## src/hmth_pkg.sv

```systemverilog
// ----------------------------------------------------------------------------
// hmth_pkg: shared types and constants of the heightmap height query
// Register indexes, field widths and the controller-to-datapath command bundle.
// ----------------------------------------------------------------------------
package hmth_pkg;

	localparam int COORD_W  = 18;
	localparam int HEIGHT_W = 16;
	localparam int RESULT_W = 24;
	localparam int SIDE_W   = 9;
	localparam int CFG_IDX_W  = 2;
	localparam int CFG_DATA_W = 16;

	// configuration register indexes
	localparam logic [CFG_IDX_W-1:0] CFG_OUTSIDE_HEIGHT = 2'd0;
	localparam logic [CFG_IDX_W-1:0] CFG_GRID_COLUMNS   = 2'd1;
	localparam logic [CFG_IDX_W-1:0] CFG_GRID_ROWS      = 2'd2;

	// request types
	localparam logic REQ_WRITE = 1'b0;
	localparam logic REQ_QUERY = 1'b1;

	// corners of the selected triangle: base, x neighbor, y neighbor
	typedef enum logic [1:0] {
		CORNER_BASE = 2'd0,
		CORNER_X    = 2'd1,
		CORNER_Y    = 2'd2
	} corner_t;

	typedef struct packed {
		logic    wr;       // store write_height at the input cell
		logic    load;     // latch cell and fraction of a query
		logic    rd;       // issue a memory read of one corner
		corner_t rd_sel;
		logic    cap;      // capture the corner read in the previous cycle
		corner_t cap_sel;
		logic    mul;      // form the two weighted differences
		logic    fin;      // sum, scale and saturate into the result register
	} dp_cmd_t;

endpackage

```

## src/hmth_ctrl.sv

```systemverilog
// ----------------------------------------------------------------------------
// hmth_ctrl: sequencer of the heightmap height query
// Accepts transactions and steps a query through three corner reads,
// the multiply step and the final sum.
// ----------------------------------------------------------------------------
module hmth_ctrl (
	input  logic              clk,
	input  logic              arst_n,
	input  logic              start,
	input  logic              req_type,
	output logic              busy,
	output hmth_pkg::dp_cmd_t cmd
);
	import hmth_pkg::*;

	typedef enum logic [6:0] {
		ST_IDLE = 7'b0000001,
		ST_RD_B = 7'b0000010,
		ST_RD_X = 7'b0000100,
		ST_RD_Y = 7'b0001000,
		ST_WAIT = 7'b0010000,
		ST_MUL  = 7'b0100000,
		ST_FIN  = 7'b1000000
	} state_t;

	state_t state_q, state_d;

	always_ff @(posedge clk or negedge arst_n) begin
		if (!arst_n) begin
			state_q <= ST_IDLE;
		end else begin
			state_q <= state_d;
		end
	end

	assign busy = (state_q != ST_IDLE);

	always_comb begin
		state_d     = state_q;
		cmd         = '0;
		cmd.rd_sel  = CORNER_BASE;
		cmd.cap_sel = CORNER_BASE;
		unique case (state_q)
			ST_IDLE: begin
				if (start) begin
					if (req_type == REQ_QUERY) begin
						cmd.load = 1'b1;
						state_d  = ST_RD_B;
					end else begin
						cmd.wr = 1'b1;
					end
				end
			end
			ST_RD_B: begin
				cmd.rd     = 1'b1;
				cmd.rd_sel = CORNER_BASE;
				state_d    = ST_RD_X;
			end
			ST_RD_X: begin
				cmd.rd      = 1'b1;
				cmd.rd_sel  = CORNER_X;
				cmd.cap     = 1'b1;
				cmd.cap_sel = CORNER_BASE;
				state_d     = ST_RD_Y;
			end
			ST_RD_Y: begin
				cmd.rd      = 1'b1;
				cmd.rd_sel  = CORNER_Y;
				cmd.cap     = 1'b1;
				cmd.cap_sel = CORNER_X;
				state_d     = ST_WAIT;
			end
			ST_WAIT: begin
				cmd.cap     = 1'b1;
				cmd.cap_sel = CORNER_Y;
				state_d     = ST_MUL;
			end
			ST_MUL: begin
				cmd.mul = 1'b1;
				state_d = ST_FIN;
			end
			ST_FIN: begin
				cmd.fin = 1'b1;
				state_d = ST_IDLE;
			end
			default: begin
				state_d = ST_IDLE;
			end
		endcase
	end

	a_query_reaches_fin: assert property (@(posedge clk) disable iff (!arst_n)
		start && !busy && req_type == REQ_QUERY |=> ##5 cmd.fin)
		else $error("query did not reach the final step on time");

	a_cap_after_rd: assert property (@(posedge clk) disable iff (!arst_n)
		cmd.cap |-> $past(cmd.rd))
		else $error("corner captured without a read in the previous cycle");

	a_no_accept_busy: assert property (@(posedge clk) disable iff (!arst_n)
		busy |-> !cmd.wr && !cmd.load)
		else $error("transaction taken while a query is in flight");

endmodule

```

## config.mk

```make
export PLATFORM = sky130hd
export DESIGN_NAME = hmth_ctrl
export DESIGN_NICKNAME = d
export VERILOG_FILES = /design/src/hmth_pkg.sv /design/src/hmth_ctrl.sv
export SDC_FILE = /design/constraint.sdc
export NUM_CORES = 1
export LEC_CHECK = 0
export ABC_CLOCK_PERIOD_IN_PS = 2790
export BUFFER_PORTS_ARGS = -buffer_cell sky130_fd_sc_hd__buf_2
export CAP_MARGIN = 20
export CELL_PAD_IN_SITES_DETAIL_PLACEMENT = 1
export CELL_PAD_IN_SITES_GLOBAL_PLACEMENT = 1
export CORE_MARGIN = 1
export CORE_UTILIZATION = 35
export DETAILED_ROUTE_END_ITERATION = 8
export GPL_TIMING_DRIVEN = 0
export PLACE_DENSITY_LB_ADDON = 0.12
export SLEW_MARGIN = 20
export SYNTH_ARGS = -nofsm -noshare
export SYNTH_HDL_FRONTEND = slang
export SYNTH_SLANG_ARGS = --single-unit
```

## constraint.sdc

```tcl
create_clock -name clk -period 2.79 [get_ports clk]
set_input_delay 0.837 -clock clk [delete_from_list [all_inputs] [get_ports clk]]
set_output_delay 0.837 -clock clk [all_outputs]
set_load 0.01 [all_outputs]
```

==> metrics.md <==
| Metric | Value |
|---|---|
| Final #Nets | 75 |
| Period minus WS final | 2.76 ns |
| Synth warn | 0 |
| Hold WC Path Type | primary input to asynchronous set/reset pin |
| Crit-path slowest cell | or4_4 |
| Mapped Cells | 48 |
| Die ar. | 1560 um^2 |
| Net Sw Power | 74.6 uW |
| Share of layout cells above drive strength 1 | 51.4% |
| Max-cap viol count | 0 |
| Tot GR Track Use | 18.4% |
| Detailed placer's ending HPWL | 773 um |
| Design area | 647 um^2 |
| Post-synthesis register bit count | 7 |
| Max FFs per register | 7 |
| Die Height | 39.5 um |
| Critical path's top delay family | simple AND/OR/NAND/NOR gates |
| Rows | 13 |
| CP Cell Sequence | or4_4 -> nor4b_4 -> and3_4 -> buf_6 |
| Internal power | 187 uW |
| Crit-path max FO | 4 |
| Top reg by flops | state_q |
| Pre-antenna DRT Iters | 4 |
| Top Registers | state_q: 7 flops |
| Vias in the first global route | 376 |
| Final wirelength | 1.20 mm |
| Die width | 39.5 um |
| Tot Pwr | 262 uW |
| Global route total overflow | 0 |
| Post-DRT Antenna Nets | 0 |
| CTS root buf | clkbuf_4 |
| Hold slack | 0.404 ns |
| Final hold violations | 0 |
| Worst EP required | 1.95 ns |
| Clk pin slew, worst setup/hold paths | 0.05 ns |
| Clock skew | 0.00128 ns |
| Area contributors post-synth | dfrtp_1 31%, nor3b_1 7.6%, nor4b_1 7.1% |
| Crit. End Element | primary output |
| DP Area | 581 um^2 |
| Synth top area share | 30.5% |
| Post-DR wirelength/cell | 14.1 um |
| H-tree Lvls | 1 |
| WP buf/inv | 1 |
| Via count | 433 |
| Most frequent cells in the layout | 13 x buf_2, 6 x buf_4, 5 x nor3b_1, 5 x dfrtp_1 |
| Clk sinks | 7 |
| Max Slew Vio Count | 0 |
| Maximum clock path buffer count | 2 |
| Worst Tran Pin Value | 0.402 ns |
| Latest clock arrival within the worst-skew pair | 0.26 ns |
| Initial antenna violation count | 0 |
| Power share of the clock group | 37.1% |
| N_diodes | 0 |
| Leading area contributor after synthesis | dfrtp_1 |
| Largest net degree at the start of global routing | 11 |
| Hold_buf cts | 0 |
| Layout Cells excl Fill | 85 |
| Comb pwr share | 20.6% |
| DR DRC count | 0 |
| Outcome | finished clean |
| Crit path kind | register to primary output |
| Switching Share | 28.5% |
| Max Clk Rate | 363 MHz |
| Num CTS Buffers | 3 |
| Fraction of the yosys area taken by sequential cells | 35.9% |
| Startpoint Class | register |
| Synth cell types | 25 |
| Sequential power share | 42.3% |
| Most common cell after layout, fill and taps aside | buf_2 |
| Input/output buffers | 14 |
| Number of instances in the placed design | 77 |
| Global placement routability congestion | 0.653 |
| Post-Syn Nets | 52 |
| Static leakage | 0.334 nW |
| Area grow syn2layout | 31.6% |
| Setup Viol. Count Final | 0 |
| Syn Area/Cell | 10.2 um^2 |
| Mapped Area | 492 um^2 |
| Crit-path max cell delay | 0.56 ns |
| Initial drt markers | 9 |
| PD cells | 405 nW/um^2 |
| First-pass GRT wire length | 1.84 mm |
| VDD IR max | 0.000200 V |
| RSZ-0062 raised after global routing | yes |
| I/O Pins | 15 |
| Rel. slew slack | 73.2% |
| Via density | 5.09 |
| Core Util, Final | 49.7% |
| CTS tree | built |
| Core area | 1300 um^2 |
| Critical Path AT | 1.92 ns |
| Initial Utilization | 37.8% |
| Final Cycle Share | 98.9% |
through the flow:
step                setup TNS (ns)  worst slack, ns
floorplan                        0            0.458
global placement                 0            0.249
global route               -0.0873          -0.0526
detailed placement               0            0.263
finish                           0           0.0320
CTS                              0           0.0187
worst paths after layout:
kind                            slack [ns]  startpoint    endpoint  cells past startpoint
min in group clk                      0.68  state_q[0]  state_q[0]                      2
worst max-delay path                  0.03  state_q[2]      cmd[8]                      4
max in group asynchronous             2.15      arst_n  state_q[0]                      1
worst min register to register        0.68  state_q[0]  state_q[0]                      2
worst min-delay path                  0.40      arst_n  state_q[6]                      1
worst max register to register        1.10  state_q[2]  state_q[0]                      4
layer usage:
layer | wire, um | GRT usage, %
met1 | 575 | 25.4
met2 | 547 | 23.8
met3 | 58 | 8.52
met4 | 14 | 7.76
met5 | 0 | 0
cell usage after synthesis, drive strengths merged:
cell,count
xnor2,1
a211oi,1
o31ai,1
or2,1
and4b,3
xor2,1
nand2,2
nor3b,5
nor2,5
nor4b,5
dfrtp,6
a21o,1
and3,2
o21ai,2
or4,1
inv,1
dfstp,1
buf,3
clkbuf,2
nor3,3
a21oi,1
cell families after synthesis:
logic type	synth area share (%)
XOR/XNOR	3.56
buffers and inverters	9.67
flip-flops	35.9
AO/OA/AOI/OAI	8.65
AND/OR/NAND/NOR	42.2
cell type report:
cell class                 count  area [um^2]
buffer                         5         43.8
clock buffer                   4         26.3
fill                         159          654
inverter                       1         3.75
multi-input combinational     35          270
sequential                     7          178
tap                           15         18.8
timing repair buffer          18          106
power groups by stage:
stage | combinational [mW] | sequential (mW) | clock [mW]
floorplan | 0.0352 | 0.111 | 0
detailed placement | 0.0505 | 0.112 | 0
global route | 0.0605 | 0.111 | 0.110
CTS | 0.0501 | 0.111 | 0.102
global placement | 0.0494 | 0.112 | 0
finish | 0.0539 | 0.111 | 0.0971
what timing repair did:
item                                    CTS  global route
resized for setup                         0             3
buffers inserted                          0             4
endpoints found under the setup margin    1             3
pin swaps                                 1             3
Note: power is estimated with default switching activity, not from simulation.
